**src/ptbq_pkg.sv**
```systemverilog
// Shared constants, command codes and ring control types for the timer bank.
package ptbq_pkg;

	// Bank and ring sizes
	localparam int TIMERS      = 8;
	localparam int QUEUE_DEPTH = 16;

	// Field widths
	localparam int KIND_W   = 3;
	localparam int ID_W     = 4;
	localparam int PERIOD_W = 16;

	// Derived widths
	localparam int SLOT_W = (TIMERS > 1) ? $clog2(TIMERS) : 1;
	localparam int WALK_W = $clog2(TIMERS + 1);
	localparam int RING_W = $clog2(QUEUE_DEPTH);

	// Command codes
	localparam logic [KIND_W-1:0] KIND_TICK   = 3'd0;
	localparam logic [KIND_W-1:0] KIND_CREATE = 3'd1;
	localparam logic [KIND_W-1:0] KIND_START  = 3'd2;
	localparam logic [KIND_W-1:0] KIND_STOP   = 3'd3;
	localparam logic [KIND_W-1:0] KIND_PERIOD = 3'd4;
	localparam logic [KIND_W-1:0] KIND_POP    = 3'd5;
	localparam logic [KIND_W-1:0] KIND_TAKE   = 3'd6;

	// Status codes
	localparam logic STATUS_OK   = 1'b0;
	localparam logic STATUS_FAIL = 1'b1;

	localparam logic [PERIOD_W-1:0] COUNT_MAX = 16'hFFFF;

	// Requests into the event ring
	typedef struct packed {
		logic            push;
		logic [ID_W-1:0] push_id;
		logic            pop;
	} ring_ctl_t;

	// Ring status back to the sequencer
	typedef struct packed {
		logic            empty;
		logic [ID_W-1:0] rd_data;
	} ring_sts_t;

	// Ring pointer advance with wrap at QUEUE_DEPTH
	function automatic logic [RING_W-1:0] ring_next(input logic [RING_W-1:0] pos);
		logic [RING_W-1:0] last;
		last = RING_W'(QUEUE_DEPTH - 1);
		return (pos == last) ? '0 : pos + 1'b1;
	endfunction

endpackage

```
**src/periodic_timer_bank_event_queue_unit.sv**
```systemverilog
// Top level of the periodic timer bank with event ring.
//
// One command request is taken at a time. A pop that finds an event goes
// through the extra ring read state, ST_POPRD, before it finishes. A tick
// walks the period and count memories one slot per cycle, reading one slot
// while the slot read before it is updated and written back. Every
// other request, a pop on an empty ring included, goes from execution
// straight to the finish state.
// Flag-mode timers raise their pending bit when they fire; queue-mode timers
// push their id into the event ring, which holds QUEUE_DEPTH-1 events and
// drops any push that finds it full. A finished response sits in an output
// register, so the next request is taken while the previous response still
// waits; that request's own response then waits until the output register
// is handed over, that is, while rsp_stall holds the previous response.
module periodic_timer_bank_event_queue_unit (
	input  logic                           clk,
	input  logic                           arst_n,
	input  logic                           cmd_valid,
	output logic                           cmd_stall,
	input  logic [ptbq_pkg::KIND_W-1:0]    kind,
	input  logic [ptbq_pkg::ID_W-1:0]      target_id,
	input  logic [ptbq_pkg::PERIOD_W-1:0]  period,
	input  logic                           flag_mode,
	output logic                           rsp_valid,
	input  logic                           rsp_stall,
	output logic                           status,
	output logic [ptbq_pkg::ID_W-1:0]      result_id
);
	import ptbq_pkg::*;

	localparam logic [2:0] ST_IDLE   = 3'd0;
	localparam logic [2:0] ST_EXEC   = 3'd1;
	localparam logic [2:0] ST_WALK   = 3'd2;
	localparam logic [2:0] ST_POPRD  = 3'd3;
	localparam logic [2:0] ST_FINISH = 3'd4;

	logic [2:0]          state_q;
	logic [KIND_W-1:0]   kind_q;
	logic [ID_W-1:0]     id_q;
	logic [PERIOD_W-1:0] period_q;
	logic                fmode_q;
	logic                res_status_q;
	logic [ID_W-1:0]     res_id_q;
	logic                rsp_valid_q;
	logic                rsp_status_q;
	logic [ID_W-1:0]     rsp_id_q;
	logic [WALK_W-1:0]   walk_idx_q;
	logic [SLOT_W-1:0]   slot_s1;

	// Per-slot flags
	logic [TIMERS-1:0] used_q;
	logic [TIMERS-1:0] active_q;
	logic [TIMERS-1:0] flag_q;
	logic [TIMERS-1:0] pending_q;

	// Period and count memories
	logic [PERIOD_W-1:0] period_mem [TIMERS];
	logic [PERIOD_W-1:0] count_mem  [TIMERS];
	logic [PERIOD_W-1:0] period_rd_s1;
	logic [PERIOD_W-1:0] count_rd_s1;
	logic [SLOT_W-1:0]   rd_addr;

	logic                cnt_we;
	logic [SLOT_W-1:0]   cnt_waddr;
	logic [PERIOD_W-1:0] cnt_wdata;
	logic                per_we;
	logic [SLOT_W-1:0]   per_waddr;

	logic              cmd_accept;
	logic              in_exec;
	logic              in_walk;
	logic              id_ok;
	logic [SLOT_W-1:0] id_slot;
	logic              free_found;
	logic [SLOT_W-1:0] free_slot;
	logic              live;
	logic [PERIOD_W-1:0] inc;
	logic              fire;
	logic              walk_last;
	logic              rsp_free;

	ring_ctl_t ring_ctl;
	ring_sts_t ring_sts;

	assign cmd_accept = cmd_valid && !cmd_stall;
	assign cmd_stall  = (state_q != ST_IDLE);
	assign in_exec    = (state_q == ST_EXEC);
	assign in_walk    = (state_q == ST_WALK);
	assign id_ok      = ({1'b0, id_q} < (ID_W + 1)'(TIMERS));
	assign id_slot    = id_q[SLOT_W-1:0];
	assign walk_last  = (walk_idx_q == WALK_W'(TIMERS));
	assign rsp_free   = !rsp_valid_q || !rsp_stall;

	// Lowest unused slot
	always_comb begin
		free_found = 1'b0;
		free_slot  = '0;
		for (int i = TIMERS - 1; i >= 0; i--) begin
			if (!used_q[i]) begin
				free_found = 1'b1;
				free_slot  = SLOT_W'(i);
			end
		end
	end

	// Tick update for the previously read slot
	always_comb begin
		live = used_q[slot_s1] && active_q[slot_s1];
		inc  = (count_rd_s1 == COUNT_MAX) ? count_rd_s1 : count_rd_s1 + 1'b1;
		fire = in_walk && live && (inc >= period_rd_s1);
	end

	// Memory write ports
	always_comb begin
		cnt_we    = 1'b0;
		cnt_waddr = slot_s1;
		cnt_wdata = '0;
		per_we    = 1'b0;
		per_waddr = id_slot;
		if (in_walk && live) begin
			cnt_we    = 1'b1;
			cnt_wdata = fire ? '0 : inc;
		end else if (in_exec && kind_q == KIND_CREATE && free_found) begin
			cnt_we    = 1'b1;
			cnt_waddr = free_slot;
		end else if (in_exec && kind_q == KIND_START && id_ok && used_q[id_slot]) begin
			cnt_we    = 1'b1;
			cnt_waddr = id_slot;
		end
		if (in_exec && kind_q == KIND_CREATE && free_found) begin
			per_we    = 1'b1;
			per_waddr = free_slot;
		end else if (in_exec && kind_q == KIND_PERIOD && id_ok) begin
			per_we = 1'b1;
		end
	end

	assign rd_addr = in_exec ? '0 : walk_idx_q[SLOT_W-1:0];

	always_ff @(posedge clk) begin
		if (cnt_we) begin
			count_mem[cnt_waddr] <= cnt_wdata;
		end
		if (per_we) begin
			period_mem[per_waddr] <= period_q;
		end
		count_rd_s1  <= count_mem[rd_addr];
		period_rd_s1 <= period_mem[rd_addr];
	end

	// Ring requests
	assign ring_ctl.push    = fire && !flag_q[slot_s1];
	assign ring_ctl.push_id = ID_W'(slot_s1);
	assign ring_ctl.pop     = in_exec && (kind_q == KIND_POP) && !ring_sts.empty;

	ptbq_ring u_ring (
		.clk    (clk),
		.arst_n (arst_n),
		.ctl    (ring_ctl),
		.sts    (ring_sts)
	);

	// Command latch (payload, no reset)
	always_ff @(posedge clk) begin
		if (cmd_accept) begin
			kind_q   <= kind;
			id_q     <= target_id;
			period_q <= period;
			fmode_q  <= flag_mode;
		end
	end

	// Sequencer and slot flags
	always_ff @(posedge clk or negedge arst_n) begin
		if (!arst_n) begin
			state_q      <= ST_IDLE;
			used_q       <= '0;
			active_q     <= '0;
			flag_q       <= '0;
			pending_q    <= '0;
			walk_idx_q   <= '0;
			slot_s1      <= '0;
			res_status_q <= STATUS_FAIL;
			res_id_q     <= '0;
		end else begin
			unique case (state_q)
				ST_IDLE: begin
					if (cmd_accept) begin
						state_q <= ST_EXEC;
					end
				end
				ST_EXEC: begin
					unique case (kind_q)
						KIND_TICK: begin
							res_status_q <= STATUS_OK;
							res_id_q     <= '0;
							slot_s1      <= '0;
							walk_idx_q   <= WALK_W'(1);
							state_q      <= ST_WALK;
						end
						KIND_CREATE: begin
							res_status_q <= free_found ? STATUS_OK : STATUS_FAIL;
							res_id_q     <= free_found ? ID_W'(free_slot) : '0;
							state_q      <= ST_FINISH;
							if (free_found) begin
								used_q[free_slot]    <= 1'b1;
								active_q[free_slot]  <= 1'b0;
								flag_q[free_slot]    <= fmode_q;
								pending_q[free_slot] <= 1'b0;
							end
						end
						KIND_START: begin
							res_id_q <= '0;
							state_q  <= ST_FINISH;
							if (id_ok && used_q[id_slot]) begin
								active_q[id_slot]  <= 1'b1;
								pending_q[id_slot] <= 1'b0;
								res_status_q       <= STATUS_OK;
							end else begin
								res_status_q <= STATUS_FAIL;
							end
						end
						KIND_STOP: begin
							res_id_q <= '0;
							state_q  <= ST_FINISH;
							if (id_ok) begin
								active_q[id_slot]  <= 1'b0;
								pending_q[id_slot] <= 1'b0;
								res_status_q       <= STATUS_OK;
							end else begin
								res_status_q <= STATUS_FAIL;
							end
						end
						KIND_PERIOD: begin
							res_id_q     <= '0;
							state_q      <= ST_FINISH;
							res_status_q <= id_ok ? STATUS_OK : STATUS_FAIL;
						end
						KIND_POP: begin
							res_id_q <= '0;
							if (!ring_sts.empty) begin
								res_status_q <= STATUS_OK;
								state_q      <= ST_POPRD;
							end else begin
								res_status_q <= STATUS_FAIL;
								state_q      <= ST_FINISH;
							end
						end
						KIND_TAKE: begin
							res_id_q <= '0;
							state_q  <= ST_FINISH;
							if (id_ok && pending_q[id_slot]) begin
								pending_q[id_slot] <= 1'b0;
								res_status_q       <= STATUS_OK;
							end else begin
								res_status_q <= STATUS_FAIL;
							end
						end
						default: begin
							res_status_q <= STATUS_FAIL;
							res_id_q     <= '0;
							state_q      <= ST_FINISH;
						end
					endcase
				end
				ST_WALK: begin
					if (fire && flag_q[slot_s1]) begin
						pending_q[slot_s1] <= 1'b1;
					end
					if (walk_last) begin
						state_q <= ST_FINISH;
					end else begin
						slot_s1    <= walk_idx_q[SLOT_W-1:0];
						walk_idx_q <= walk_idx_q + 1'b1;
					end
				end
				ST_POPRD: begin
					res_id_q <= ring_sts.rd_data;
					state_q  <= ST_FINISH;
				end
				ST_FINISH: begin
					if (rsp_free) begin
						state_q <= ST_IDLE;
					end
				end
				default: begin
					state_q <= ST_IDLE;
				end
			endcase
		end
	end

	// Response output register
	always_ff @(posedge clk or negedge arst_n) begin
		if (!arst_n) begin
			rsp_valid_q  <= 1'b0;
			rsp_status_q <= STATUS_FAIL;
			rsp_id_q     <= '0;
		end else if (state_q == ST_FINISH && rsp_free) begin
			rsp_valid_q  <= 1'b1;
			rsp_status_q <= res_status_q;
			rsp_id_q     <= res_id_q;
		end else if (!rsp_stall) begin
			rsp_valid_q <= 1'b0;
		end
	end

	assign rsp_valid = rsp_valid_q;
	assign status    = rsp_status_q;
	assign result_id = rsp_id_q;

`ifndef SYNTHESIS
	// An accepted request is always executed on the next cycle
	a_accept_exec: assert property (@(posedge clk) disable iff (!arst_n)
		cmd_accept |=> state_q == ST_EXEC)
		else $error("accepted request not executed");

	// The slot walk never runs past the last timer
	a_walk_bound: assert property (@(posedge clk) disable iff (!arst_n)
		in_walk |-> walk_idx_q <= WALK_W'(TIMERS))
		else $error("slot walk out of range");

	// Pushes happen only during a walk, pops only outside it
	a_ring_excl: assert property (@(posedge clk) disable iff (!arst_n)
		!(ring_ctl.push && ring_ctl.pop))
		else $error("ring push and pop in one cycle");

	// A finished result is handed over once the output register is free
	a_finish_out: assert property (@(posedge clk) disable iff (!arst_n)
		(state_q == ST_FINISH && rsp_free) |=> rsp_valid_q && state_q == ST_IDLE)
		else $error("finished result not delivered");

	// A pop result is only produced from a non-empty ring
	a_pop_ok: assert property (@(posedge clk) disable iff (!arst_n)
		state_q == ST_POPRD |-> res_status_q == STATUS_OK)
		else $error("pop read without an event");
`endif

endmodule

```
**src/ptbq_ring.sv**
```systemverilog
// Event ring: a small synchronous memory with head and tail pointers.
module ptbq_ring (
	input  logic                 clk,
	input  logic                 arst_n,
	input  ptbq_pkg::ring_ctl_t  ctl,
	output ptbq_pkg::ring_sts_t  sts
);
	import ptbq_pkg::*;

	logic [ID_W-1:0]   ring_mem [QUEUE_DEPTH];
	logic [RING_W-1:0] head_q;
	logic [RING_W-1:0] tail_q;
	logic [ID_W-1:0]   rd_q;
	logic              full;
	logic              empty;

	assign empty = (head_q == tail_q);
	assign full  = (ring_next(tail_q) == head_q);

	// Pointers
	always_ff @(posedge clk or negedge arst_n) begin
		if (!arst_n) begin
			head_q <= '0;
			tail_q <= '0;
		end else begin
			if (ctl.push && !full) begin
				tail_q <= ring_next(tail_q);
			end
			if (ctl.pop && !empty) begin
				head_q <= ring_next(head_q);
			end
		end
	end

	// Storage; a push that finds the ring full is dropped
	always_ff @(posedge clk) begin
		if (ctl.push && !full) begin
			ring_mem[tail_q] <= ctl.push_id;
		end
		if (ctl.pop) begin
			rd_q <= ring_mem[head_q];
		end
	end

	assign sts.empty   = empty;
	assign sts.rd_data = rd_q;

endmodule

```
**config.mk**
```make
export PLATFORM = sky130hd
export DESIGN_NAME = periodic_timer_bank_event_queue_unit
export DESIGN_NICKNAME = d
export VERILOG_FILES = /design/src/ptbq_pkg.sv /design/src/periodic_timer_bank_event_queue_unit.sv /design/src/ptbq_ring.sv
export SDC_FILE = /design/constraint.sdc
export NUM_CORES = 1
export LEC_CHECK = 0
export ABC_AREA = 0
export BUFFER_PORTS_ARGS = -buffer_cell sky130_fd_sc_hd__buf_2
export CAP_MARGIN = 25
export CORE_MARGIN = 4
export CORE_UTILIZATION = 25
export DETAILED_ROUTE_END_ITERATION = 10
export HOLD_SLACK_MARGIN = 0.03
export SLEW_MARGIN = 20
export SYNTH_ARGS = -nofsm -noshare
export SYNTH_HDL_FRONTEND = slang
export SYNTH_SLANG_ARGS = --single-unit
```
**constraint.sdc**
```tcl
create_clock -name clk -period 4.55 [get_ports clk]
set_input_delay 0.6825 -clock clk [delete_from_list [all_inputs] [get_ports clk]]
set_output_delay 0.6825 -clock clk [all_outputs]
set_load 0.01 [all_outputs]
```
==> run_results.csv, run 1 <==
group,metric,value,unit
power_and_ir_drop,power.density,538,nW/µm²
final_layout,layout.nets,1370,
routing,routed-wl-met2,19.9,mm
setup_path,cp-startpoint,"count_rd_s1[0]",
clocking,clk_path_buf_depth,3,
power_and_ir_drop,max-vdd-ir-drop,303,µV
clocking,post_cts_buffers,0,
setup_path,cpLargestDelayFamily,"simple AND/OR/NAND/NOR gates",
grt,grt_max_degree,71,
floorplanning,core_area,71400,µm²
setup_path,critPathMaxFanout,12,
placement,placed_area,19300,µm²
grt,grtUsageTotal,0.110,
routing,drc,0,
logic_synthesis,synth_seq_cells,422,
clocking,insertion_delay,580,ps
setup_path,reg2reg_slack,430,ps
power_and_ir_drop,combPwrFrac,0.223,
routing,wl_per_cell,18.5,µm
floorplanning,rows,98,
placement,place_congestion,0.871,
clocking,cts_buffers,44,
timing,finClkSkew,42.9,ps
logic_synthesis,synth_fp_nets,1325,
timing,post-route-period-util,0.905,
setup_path,crit_arrival,4500,ps
routing,wl_met3,2.78,mm
logic_synthesis,seq_area_frac_synth,0.671,
logic_synthesis,ys_warn_count,0,
routing,top_layer_used,"met4",
clocking,cts_tree,"built",
logic_synthesis,synth_edf_count,331,
outcome,status,"finished, final reports clean",
placement,hpwl,25.8,mm
setup_path,endpoint_kind,"flip-flop",
floorplanning,fp.dieH,276,µm
timing,max_freq,243,MHz
routing,postRouteAntennaNets,0,
hold_path,min_from,"period[12]",
logic_synthesis,synthesis.area,18000,µm²
clocking,cts_sinks,422,
logic_synthesis,synth_ff_type,"edfxtp_1",
setup_path,critical_path_buf_inv_count,2,
final_layout,layout_common_cells,"edfxtp_1, nand2_1, o21ai_0, dfrtp_1, mux2i_1",
floorplanning,start_util,0.252,
setup_path,path_cells,"ha_1 -> and2_0 -> nand4_1 -> or3_4 -> xnor2_1 -> ha_1 -> nand2b_1 -> a2111o_1 -> o2111ai_1 -> o211ai_1 -> buf_4 -> nor3_1 -> buf_4 -> and2_1",
timing,rsz0062_at_grt,"no",
timing,whs,273,ps
routing,vias_per_cell,4.74,
power_and_ir_drop,p_sw,3.40,mW
timing,drv_slew,0,
floorplanning,ios,35,
final_layout,antennaDiodeCount,0,
timing,final.setup.tns,0,ps
clocking,htree_levels,2,
setup_path,critical_path_depth,14,
timing,hold_violations,0,
logic_synthesis,synthCells,1273,
routing,dr.first_iter.drc_count,890,
floorplanning,die-area,76200,µm²
final_layout,nFillCells,7153,
power_and_ir_drop,p_int,7.88,mW
setup_path,critical_path.startpoint_type,"flip-flop",
floorplanning,dieWidth,276,µm
run,maxCapViolations,0,
grt,grt-ovfl-total,0,
routing,m1WireLength,19.0,mm
timing,tightestPinTransition,1030,ps
power_and_ir_drop,seqPwrFrac,0.432,
timing,slew_headroom,0.302,
setup_path,max_stage_delay,450,ps
timing,setup_viol,0,
grt,antenna_found_initial,0,
final_layout,areaGrowthSynthToFinish,16.6,%
hold_path,holdPathStages,1,
final_layout,final_common_cell,"edfxtp_1",
routing,dr.pass1.iters,6,
logic_synthesis,async_flop_share,0.140,
power_and_ir_drop,leakagePower,7.22,nW
logic_synthesis,synth.avg_cell_area,14.1,µm²
final_layout,utilization,0.294,
placement,dp_slack,234,ps
hold_path,hold_path_class,"in2reg",
final_layout,drive_gt1_frac,0.171,
grt,grt_pass1_wl,66.7,mm
grt,grt_pass1_vias,11400,
final_layout,finalInstanceArea,21000,µm²
placement,port_buffers,33,
timing,period_minus_slack,4120,ps
setup_path,reg2reg_from,"count_rd_s1[0]",
setup_path,crit_required,4930,ps
logic_synthesis,ys_types,66,
routing,wirelength,42.6,mm
power_and_ir_drop,switching_share,0.302,
setup_path,critPathKind,"reg2reg",
setup_path,worst-r2r-cell-count,14,
setup_path,critPathSlowestCell,"or3_4",
clocking,clockRootBuffer,"clkbuf_16",
power_and_ir_drop,clkPwrFrac,0.346,
timing,worst_slack,433,ps
routing,dr_total_vias,10900,
clocking,clkTransAtPathRegs,60,ps
## routing by layer
metal | GRT usage | vias up
met1 | 0.148 | 5516
met2 | 0.177 | 346
met3 | 0.0248 | 75
li1 | - | 4994
met5 | 0 | -
met4 | 0.0318 | 0
## power groups by stage
stage                     Clock [mW]  Combinational, mW  Sequential (mW)
after global placement             0               2.48             4.92
after detailed placement           0               2.52             4.94
final                           3.90               2.51             4.87
after floorplan                    0               1.83             4.76
after CTS                       3.99               2.54             4.86
after global routing            4.16               2.78             4.91
## cells by family (layout without fill, tap and decap cells)
kind of cell | after synthesis | after routing | share of synthesized area
flops | 422 | 422 | 0.671
simple gates | 323 | 323 | 0.0870
compound gates | 264 | 264 | 0.0987
mux | 113 | 113 | 0.0910
buf+inv | 105 | 186 | 0.0251
fa+ha+maj | 24 | 24 | 0.0167
xor+xnor | 21 | 21 | 0.0102
other cells | 1 | 1 | 0.000209
## sequential cells by signal, indices dropped and copies added, names as in the netlist, 3 cells and up
| signal | cells |
|---|---|
| count_mem | 128 |
| flag_q | 8 |
| slot_s1 | 3 |
| u_ring.ring_mem | 48 |
| kind_q | 3 |
| count_rd_s1 | 16 |
| active_q | 8 |
| result_id | 3 |
| period_rd_s1 | 16 |
| period_mem | 128 |
| used_q | 8 |
| id_q | 4 |
| period_q | 16 |
| u_ring.tail_q | 4 |
| u_ring.head_q | 4 |
| pending_q | 8 |
| state_q | 3 |
| u_ring.rd_q | 3 |
| walk_idx_q | 4 |
| res_id_q | 3 |
## area by class of cell
class                           instances  area [µm²]  area share
Sequential cell                       422       12100       0.576
Multi-Input combinational cell        746        5530       0.264
Tap cell                              950        1190      0.0567
Clock buffer                           49        1130      0.0539
Clock inverter                         33         467      0.0223
Timing Repair Buffer                   73         465      0.0222
Inverter                               31         116     0.00555
## metrics by stage
| step | power [mW] | cells |
|---|---|---|
| after floorplan | 6.59 | 1273 |
| after global placement | 7.40 | 2222 |
| after detailed placement | 7.46 | 2222 |
| after CTS | 11.4 | 2304 |
| after global routing | 11.8 | 2304 |
| final | 11.3 | 2304 |
## path summary, 6_finish.rpt
| check | end |
|---|---|
| min | period_q[12] |
| min reg2reg | res_id_q[2] |
| max in group asynchronous | walk_idx_q[0] |
| max | count_mem[4][2] |
| min in group asynchronous | u_ring.tail_q[2] |
| max reg2reg | count_mem[4][2] |
## worst register-to-register path: cells and delay by family, from the launching register on
family | cells | cell delay, ps
AND/OR/NAND/NOR | 6 | 1620
AO/OA/AOI/OAI | 3 | 750
buffers and inverters | 2 | 480
adder cells (fa/ha/maj) | 2 | 450
flip-flops | 1 | 380
XOR/XNOR | 1 | 230
## Yosys cell counts (all sizes together), types with 23 or more instances
| master | n | area [µm²] |
|---|---|---|
| a211oi | 46 | 350 |
| nor3 | 36 | 195 |
| edfxtp | 331 | 9940 |
| dfrtp | 57 | 1430 |
| ha | 24 | 300 |
| buf | 30 | 170 |
| nor2 | 47 | 176 |
| mux2i | 52 | 521 |
| inv | 31 | 116 |
| dfxtp | 32 | 641 |
| nand2 | 132 | 498 |
| mux2 | 23 | 259 |
| a21oi | 45 | 225 |
| clkbuf | 44 | 165 |
| mux4 | 38 | 856 |
| o41ai | 35 | 307 |
| o21ai | 70 | 350 |
## repair_timing
item / 4_1_cts / 5_1_grt
gates resized for setup: 0 / 3
hold buffers: 0 / 0
endpoints found under the setup margin: 0 / 79
(Power assumes the default switching activity.)
==> run 2: changes to the inputs <==
--- a/config.mk
+++ b/config.mk
@@ -6,7 +6,7 @@
 export NUM_CORES = 1
 export LEC_CHECK = 0
 export ABC_AREA = 0
-export BUFFER_PORTS_ARGS = -buffer_cell sky130_fd_sc_hd__buf_2
+export BUFFER_PORTS_ARGS = -buffer_cell sky130_fd_sc_hd__clkbuf_2
 export CAP_MARGIN = 25
 export CORE_MARGIN = 4
 export CORE_UTILIZATION = 25
==> run 2 against run 1 <==
Effect of this change:
- sequential share of layout area is 0.23 points higher
- setup slack better by 26 ps
- global-route usage is 0.16 points lower
- count of clock-buffer cells in the layout is 10 higher
- sequential cell count stayed put
- critical path depth stayed put
- wire length is 0.25% lower
- sequential power is 0.8% higher
- register-to-register slack better by 30 ps
- core utilization is 0.11 points lower
==> run_results.csv, run 2 (synthesized netlist as in run 1, its figures left out) <==
group,metric,value,unit
routing,wl_per_cell,18.5,µm
power_and_ir_drop,seqPwrFrac,0.444,
floorplanning,dieWidth,276,µm
power_and_ir_drop,combPwrFrac,0.222,
floorplanning,start_util,0.252,
clocking,cts_buffers,44,
routing,vias_per_cell,4.72,
power_and_ir_drop,p_sw,3.39,mW
final_layout,layout_common_cells,"edfxtp_1, nand2_1, o21ai_0, dfrtp_1, mux2i_1",
clocking,clkTransAtPathRegs,60,ps
routing,dr_total_vias,10900,
floorplanning,ios,35,
setup_path,reg2reg_slack,460,ps
routing,drc,0,
setup_path,endpoint_kind,"flip-flop",
setup_path,critical_path_depth,14,
timing,slew_headroom,0.354,
final_layout,layout.nets,1369,
run,maxCapViolations,0,
outcome,status,"finished, final reports clean",
timing,period_minus_slack,4090,ps
power_and_ir_drop,power.density,529,nW/µm²
clocking,insertion_delay,600,ps
grt,grt_max_degree,70,
setup_path,critical_path_buf_inv_count,2,
routing,dr.pass1.iters,5,
clocking,ctsHoldBuffers,0,
setup_path,crit_required,4930,ps
timing,post-route-period-util,0.899,
hold_path,hold_path_class,"in2async",
setup_path,reg2reg_from,"count_rd_s1[0]",
power_and_ir_drop,max-vdd-ir-drop,277,µV
clocking,htree_levels,2,
timing,max_freq,244,MHz
setup_path,path_cells,"ha_1 -> and2_0 -> nand4_1 -> or3_4 -> xnor2_1 -> ha_1 -> nand2b_1 -> a2111o_1 -> o2111ai_1 -> o211ai_1 -> buf_4 -> nor3_2 -> buf_4 -> and2_1",
final_layout,drive_gt1_frac,0.169,
power_and_ir_drop,clkPwrFrac,0.334,
timing,hold_violations,0,
grt,antenna_found_initial,1,
grt,grt-ovfl-total,0,
final_layout,largestRegisters,"count_mem: 128 flops, period_mem: 128 flops, u_ring.ring_mem: 48 flops",
setup_path,critPathMaxFanout,12,
timing,setup_viol,0,
floorplanning,die-area,76200,µm²
final_layout,areaGrowthSynthToFinish,16.2,%
setup_path,worst-r2r-cell-count,14,
final_layout,layoutNonFillerInstCount,2303,
setup_path,max_stage_delay,440,ps
setup_path,cpLargestDelayFamily,"simple AND/OR/NAND/NOR gates",
setup_path,crit_end,"count_mem[1][2]",
grt,grt_pass1_vias,11100,
clocking,post_cts_buffers,0,
setup_path,r2r-end,"count_mem[1][2]",
placement,port_buffers,33,
setup_path,cp-startpoint,"count_rd_s1[0]",
grt,grtUsageTotal,0.108,
clocking,clockRootBuffer,"clkbuf_16",
routing,wirelength,42.5,mm
setup_path,critPathSlowestCell,"or3_4",
setup_path,critPathKind,"reg2reg",
placement,place_inst,2220,
routing,postRouteAntennaNets,0,
grt,grt_pass1_wl,65.6,mm
placement,hpwl,26.1,mm
placement,place_congestion,0.867,
timing,rsz0062_at_grt,"no",
clocking,clk_path_buf_depth,3,
power_and_ir_drop,leakagePower,7.18,nW
final_layout,antennaDiodeCount,0,
power_and_ir_drop,switching_share,0.307,
clocking,cts_sinks,422,
floorplanning,rows,98,
power_and_ir_drop,p_int,7.66,mW
floorplanning,fp.dieH,276,µm
timing,finClkSkew,41.4,ps
timing,drv_slew,0,
clocking,cts_tree,"built",
routing,dr.first_iter.drc_count,1014,
floorplanning,core_area,71400,µm²
final_layout,final_common_cell,"edfxtp_1",
final_layout,nFillCells,7140,
timing,final.setup.tns,0,ps
setup_path,crit_arrival,4470,ps
timing,tightestPinTransition,956,ps
setup_path,critical_path.startpoint_type,"flip-flop",
## run 2: layer usage
layer / wire length (µm) / global-route usage / vias up
li1: - / - / 4983
met1: 19300 / 0.146 / 5534
met2: 20300 / 0.179 / 279
met3: 2080 / 0.0207 / 62
met4: 850 / 0.0274 / 2
met5: 10 / 0 / -
## run 2: worst min path at each step
stage | from | end | slack (ps) | depth (start not counted)
floorplan | arst_n | active_q[0] | 390 | 0
global placement | res_id_q[2] | res_id_q[2] | 470 | 2
detailed placement | res_id_q[0] | res_id_q[0] | 470 | 2
CTS | arst_n | active_q[6] | 120 | 1
global route | arst_n | active_q[6] | 160 | 1
finish | arst_n | active_q[6] | 120 | 1
## run 2: final cells by class
type                       count  area, µm²  area share
clock buffer                  59       1240      0.0593
clock inverter                23        292      0.0140
inverter                      31        116     0.00557
multi-input combinational    746       5520       0.265
sequential                   422      12100       0.578
tap                          950       1190      0.0569
timing repair buffer          72        455      0.0218
## run 2: power groups by stage
stage	Clock (mW)	Combinational, mW	Sequential [mW]
after floorplan	0	1.83	4.76
after global placement	0	2.43	4.96
after detailed placement	0	2.46	4.98
after CTS	3.78	2.48	4.90
after global routing	3.93	2.72	4.95
final	3.69	2.45	4.91
## run 2: timing repair
item,CTS,global route
resized for setup,0,2
setup endpoints to repair,0,150
endpoints found under the hold margin,0,0
## run 2: worst register-to-register path, cell delays in order (launching register included)
cell	delay, ps
dfxtp_1	370
ha_1	180
and2_0	350
nand4_1	190
or3_4	440
xnor2_1	240
ha_1	270
nand2b_1	140
a2111o_1	400
o2111ai_1	110
o211ai_1	230
buf_4	230
nor3_2	220
buf_4	200
and2_1	310
## run 2: per-stage QoR
stage / setup slack [ps] / total power, mW / hold WS [ps] / utilization / cell area (µm²)
finish: 459 / 11.0 / 118 / 0.293 / 20900
global route: 50.4 / 11.6 / 162 / 0.293 / 20900
CTS: 124 / 11.2 / 120 / 0.292 / 20900
detailed placement: 171 / 7.44 / 470 / 0.271 / 19300
global placement: 291 / 7.39 / 474 / 0.271 / 19300
floorplan: 727 / 6.59 / 387 / - / 18000
==> run 3: changes to the inputs <==
--- a/config.mk
+++ b/config.mk
@@ -5,13 +5,14 @@
 export SDC_FILE = /design/constraint.sdc
 export NUM_CORES = 1
 export LEC_CHECK = 0
-export ABC_AREA = 0
+export ABC_AREA = 1
 export BUFFER_PORTS_ARGS = -buffer_cell sky130_fd_sc_hd__clkbuf_2
 export CAP_MARGIN = 25
 export CORE_MARGIN = 4
-export CORE_UTILIZATION = 25
+export CORE_UTILIZATION = 60
 export DETAILED_ROUTE_END_ITERATION = 10
 export HOLD_SLACK_MARGIN = 0.03
+export PLACE_DENSITY = 0.77
 export SLEW_MARGIN = 20
 export SYNTH_ARGS = -nofsm -noshare
 export SYNTH_HDL_FRONTEND = slang
==> run 3 against run 2 <==
Effect of this change:
- first-iteration DRC count increased by 28%
- clock skew decreased by 1.5 ps
- cell area decreased by 2.4%
- critical endpoint is now count_mem[4][1]
- highest routed layer is now met4
==> run_results.csv, run 3 <==
group,metric,value,unit
setup_path,max_stage_delay,620,ps
final_layout,antennaDiodeCount,0,
logic_synthesis,ys_types,46,
floorplanning,die-area,33500,µm²
logic_synthesis,synth.avg_cell_area,10.8,µm²
final_layout,drive_gt1_frac,0.106,
placement,dp_slack,824,ps
logic_synthesis,synthesis.area,18400,µm²
placement,port_buffers,33,
clocking,cts_sinks,422,
final_layout,largestRegisters,"count_mem: 128 flops, period_mem: 128 flops, u_ring.ring_mem: 48 flops",
setup_path,cpLargestDelayFamily,"simple AND/OR/NAND/NOR gates",
logic_synthesis,ys_warn_count,0,
clocking,post_cts_resized,0,
grt,grtUsageTotal,0.235,
grt,grt_pass1_wl,63.5,mm
grt,grt_max_degree,91,
timing,setup_viol,0,
floorplanning,fp.dieH,183,µm
logic_synthesis,synth_ff_type,"edfxtp_1",
logic_synthesis,async_flop_share,0.140,
final_layout,layout.nets,1783,
placement,place_congestion,0.924,
routing,dr.pass1.iters,5,
setup_path,critPathMaxFanout,13,
timing,tightestPinTransition,906,ps
placement,hpwl,23.8,mm
routing,drc,0,
clocking,clockRootBuffer,"clkbuf_16",
setup_path,crit_required,4790,ps
timing,hold_violations,0,
clocking,post_cts_buffers,0,
floorplanning,rows,63,
logic_synthesis,synth_edf_count,331,
routing,wl_per_cell,18.2,µm
setup_path,critPathKind,"reg2reg",
timing,drv_slew,0,
run,maxCapViolations,0,
setup_path,path_cells,"ha_1 -> nand2_1 -> inv_1 -> nand3_1 -> nor2_2 -> nand4_2 -> nand2_1 -> xor2_1 -> inv_1 -> ha_1 -> nand2_1 -> inv_1 -> o21bai_1 -> a21oi_1 -> nor2_1 -> nand3_1 -> buf_4 -> nor3_1",
clocking,htree_levels,2,
setup_path,reg2reg_from,"count_rd_s1[0]",
clocking,cts_tree,"built",
logic_synthesis,synth_seq_cells,422,
setup_path,crit_arrival,4050,ps
logic_synthesis,seq_area_frac_synth,0.657,
logic_synthesis,ys_top_cells_by_area,"edfxtp_1, nand2_1, dfrtp_1, nor2_1, dfxtp_1",
grt,grt-ovfl-total,0,
routing,dr_total_vias,12700,
timing,max_freq,263,MHz
routing,wirelength,39.3,mm
power_and_ir_drop,leakagePower,7.62,nW
logic_synthesis,synthTopCellsByCount,"nand2_1, edfxtp_1, nor2_1",
logic_synthesis,yosysMostFrequentCell,"nand2_1",
logic_synthesis,synthCells,1699,
final_layout,layout_common_cells,"nand2_1, edfxtp_1, nor2_1, o21ai_0, inv_1",
final_layout,utilization,0.682,
floorplanning,ios,35,
power_and_ir_drop,power.density,568,nW/µm²
clocking,insertion_delay,560,ps
floorplanning,start_util,0.614,
setup_path,critical_path.startpoint_type,"flip-flop",
routing,postRouteAntennaNets,0,
final_layout,final_common_cell,"nand2_1",
final_layout,layoutNonFillerInstCount,2155,
placement,place_inst,2075,
setup_path,critical_path_buf_inv_count,4,
power_and_ir_drop,p_total,11.6,mW
outcome,status,"finished, final reports clean",
logic_synthesis,yosysTopAreaCellShare,0.541,
timing,period_minus_slack,3810,ps
clocking,ctsHoldBuffers,0,
routing,vias_per_cell,5.87,
logic_synthesis,synth_fp_nets,1751,
timing,rsz0062_at_grt,"no",
power_and_ir_drop,max-vdd-ir-drop,480,µV
hold_path,hold_path_class,"in2async",
setup_path,critPathSlowestCell,"nor3_1",
routing,dr.first_iter.drc_count,1293,
floorplanning,dieWidth,183,µm
timing,slew_headroom,0.395,
timing,post-route-period-util,0.837,
timing,worst_slack,741,ps
setup_path,endpoint_kind,"flip-flop",
grt,grt_pass1_vias,12100,
logic_synthesis,yosys.area.top_type,"edfxtp_1",
clocking,cts_buffers,42,
timing,final.setup.tns,0,ps
floorplanning,core_area,29900,µm²
clocking,clk_path_buf_depth,3,
setup_path,cp-startpoint,"count_rd_s1[0]",
timing,finClkSkew,39.9,ps
grt,antenna_found_initial,0,
final_layout,areaGrowthSynthToFinish,11.0,%
clocking,clkTransAtPathRegs,60,ps
==> run 3: cell types whose count changed after synthesis, sizes merged, moves of 38 or more <==
| cell | change |
|---|---|
| nand2 | +276 |
| mux4 | -38 |
| mux2i | -52 |
| nor2 | +141 |
| inv | +80 |
| o21ai | +63 |
| a211oi | -46 |
| nand3 | +73 |
==> run 3: path summary, 6_finish.rpt <==
check                                  end  slack, ps  depth (start not counted)
min in group clk               period_q[9]        300                          1
max                        count_mem[4][1]        740                         18
min reg2reg                      flag_q[3]        490                          2
max in group asynchronous       slot_s1[1]       3680                          2
max reg2reg                count_mem[4][1]        740                         18
min                            active_q[5]        290                          2
==> run 3: per-stage QoR <==
stage	hold WS, ps	cell area [µm²]
after floorplan	387	18400
after global placement	477	18900
after detailed placement	481	18900
after CTS	282	20300
after global routing	285	20400
final	286	20400
==> run 3: logic make-up (layout without fill, tap and decap cells) <==
group / after synthesis / after routing / share of synthesized area
xor+xnor: 16 / 16 / 0.00763
other cells: 1 / 1 / 0.000204
fa+ha+maj: 24 / 24 / 0.0164
buf+inv: 188 / 254 / 0.0442
simple gates: 762 / 762 / 0.180
compound gates: 282 / 282 / 0.0919
flops: 422 / 422 / 0.657
mux: 4 / 4 / 0.00245
==> run 3: layout make-up <==
| class | instances | area [µm²] |
|---|---|---|
| Clock inverter | 29 | 338 |
| Timing Repair Buffer | 62 | 428 |
| Clock buffer | 49 | 1100 |
| Multi-Input combinational cell | 1089 | 5510 |
| Sequential cell | 422 | 12100 |
| Fill cell | 2113 | 9500 |
| Tap cell | 390 | 488 |
| Inverter | 114 | 444 |
==> run 3: worst register-to-register path, cell delays in order (launching register included) <==
cell and delay [ps]:
dfxtp_1 360, ha_1 190, nand2_1 60, inv_1 90
nand3_1 80, nor2_2 230, nand4_2 210, nand2_1 120
xor2_1 200, inv_1 70, ha_1 290, nand2_1 80
inv_1 40, o21bai_1 110, a21oi_1 80, nor2_1 240
nand3_1 190, buf_4 230, nor3_1 620
==> run 3: layer usage <==
| layer | part of all wire | vias to the layer above | track usage | wire length (µm) |
|---|---|---|---|---|
| met2 | 0.48 | 432 | 0.391 | 19000 |
| met1 | 0.43 | 6145 | 0.332 | 17100 |
| met5 | 0 | - | 0 | 0 |
| li1 | - | 5999 | - | - |
| met3 | 0.062 | 79 | 0.0359 | 2460 |
| met4 | 0.021 | 0 | 0.0593 | 820 |
==> run 3: report_power, final <==
part           switching, mW  internal (mW)  leakage (nW)  total, mW
Clock                   1.46           2.05         0.700       3.51
Sequential             0.300           4.59          3.82       4.89
Combinational           2.15           1.00          3.09       3.16
Total                   3.92           7.65          7.62       11.6
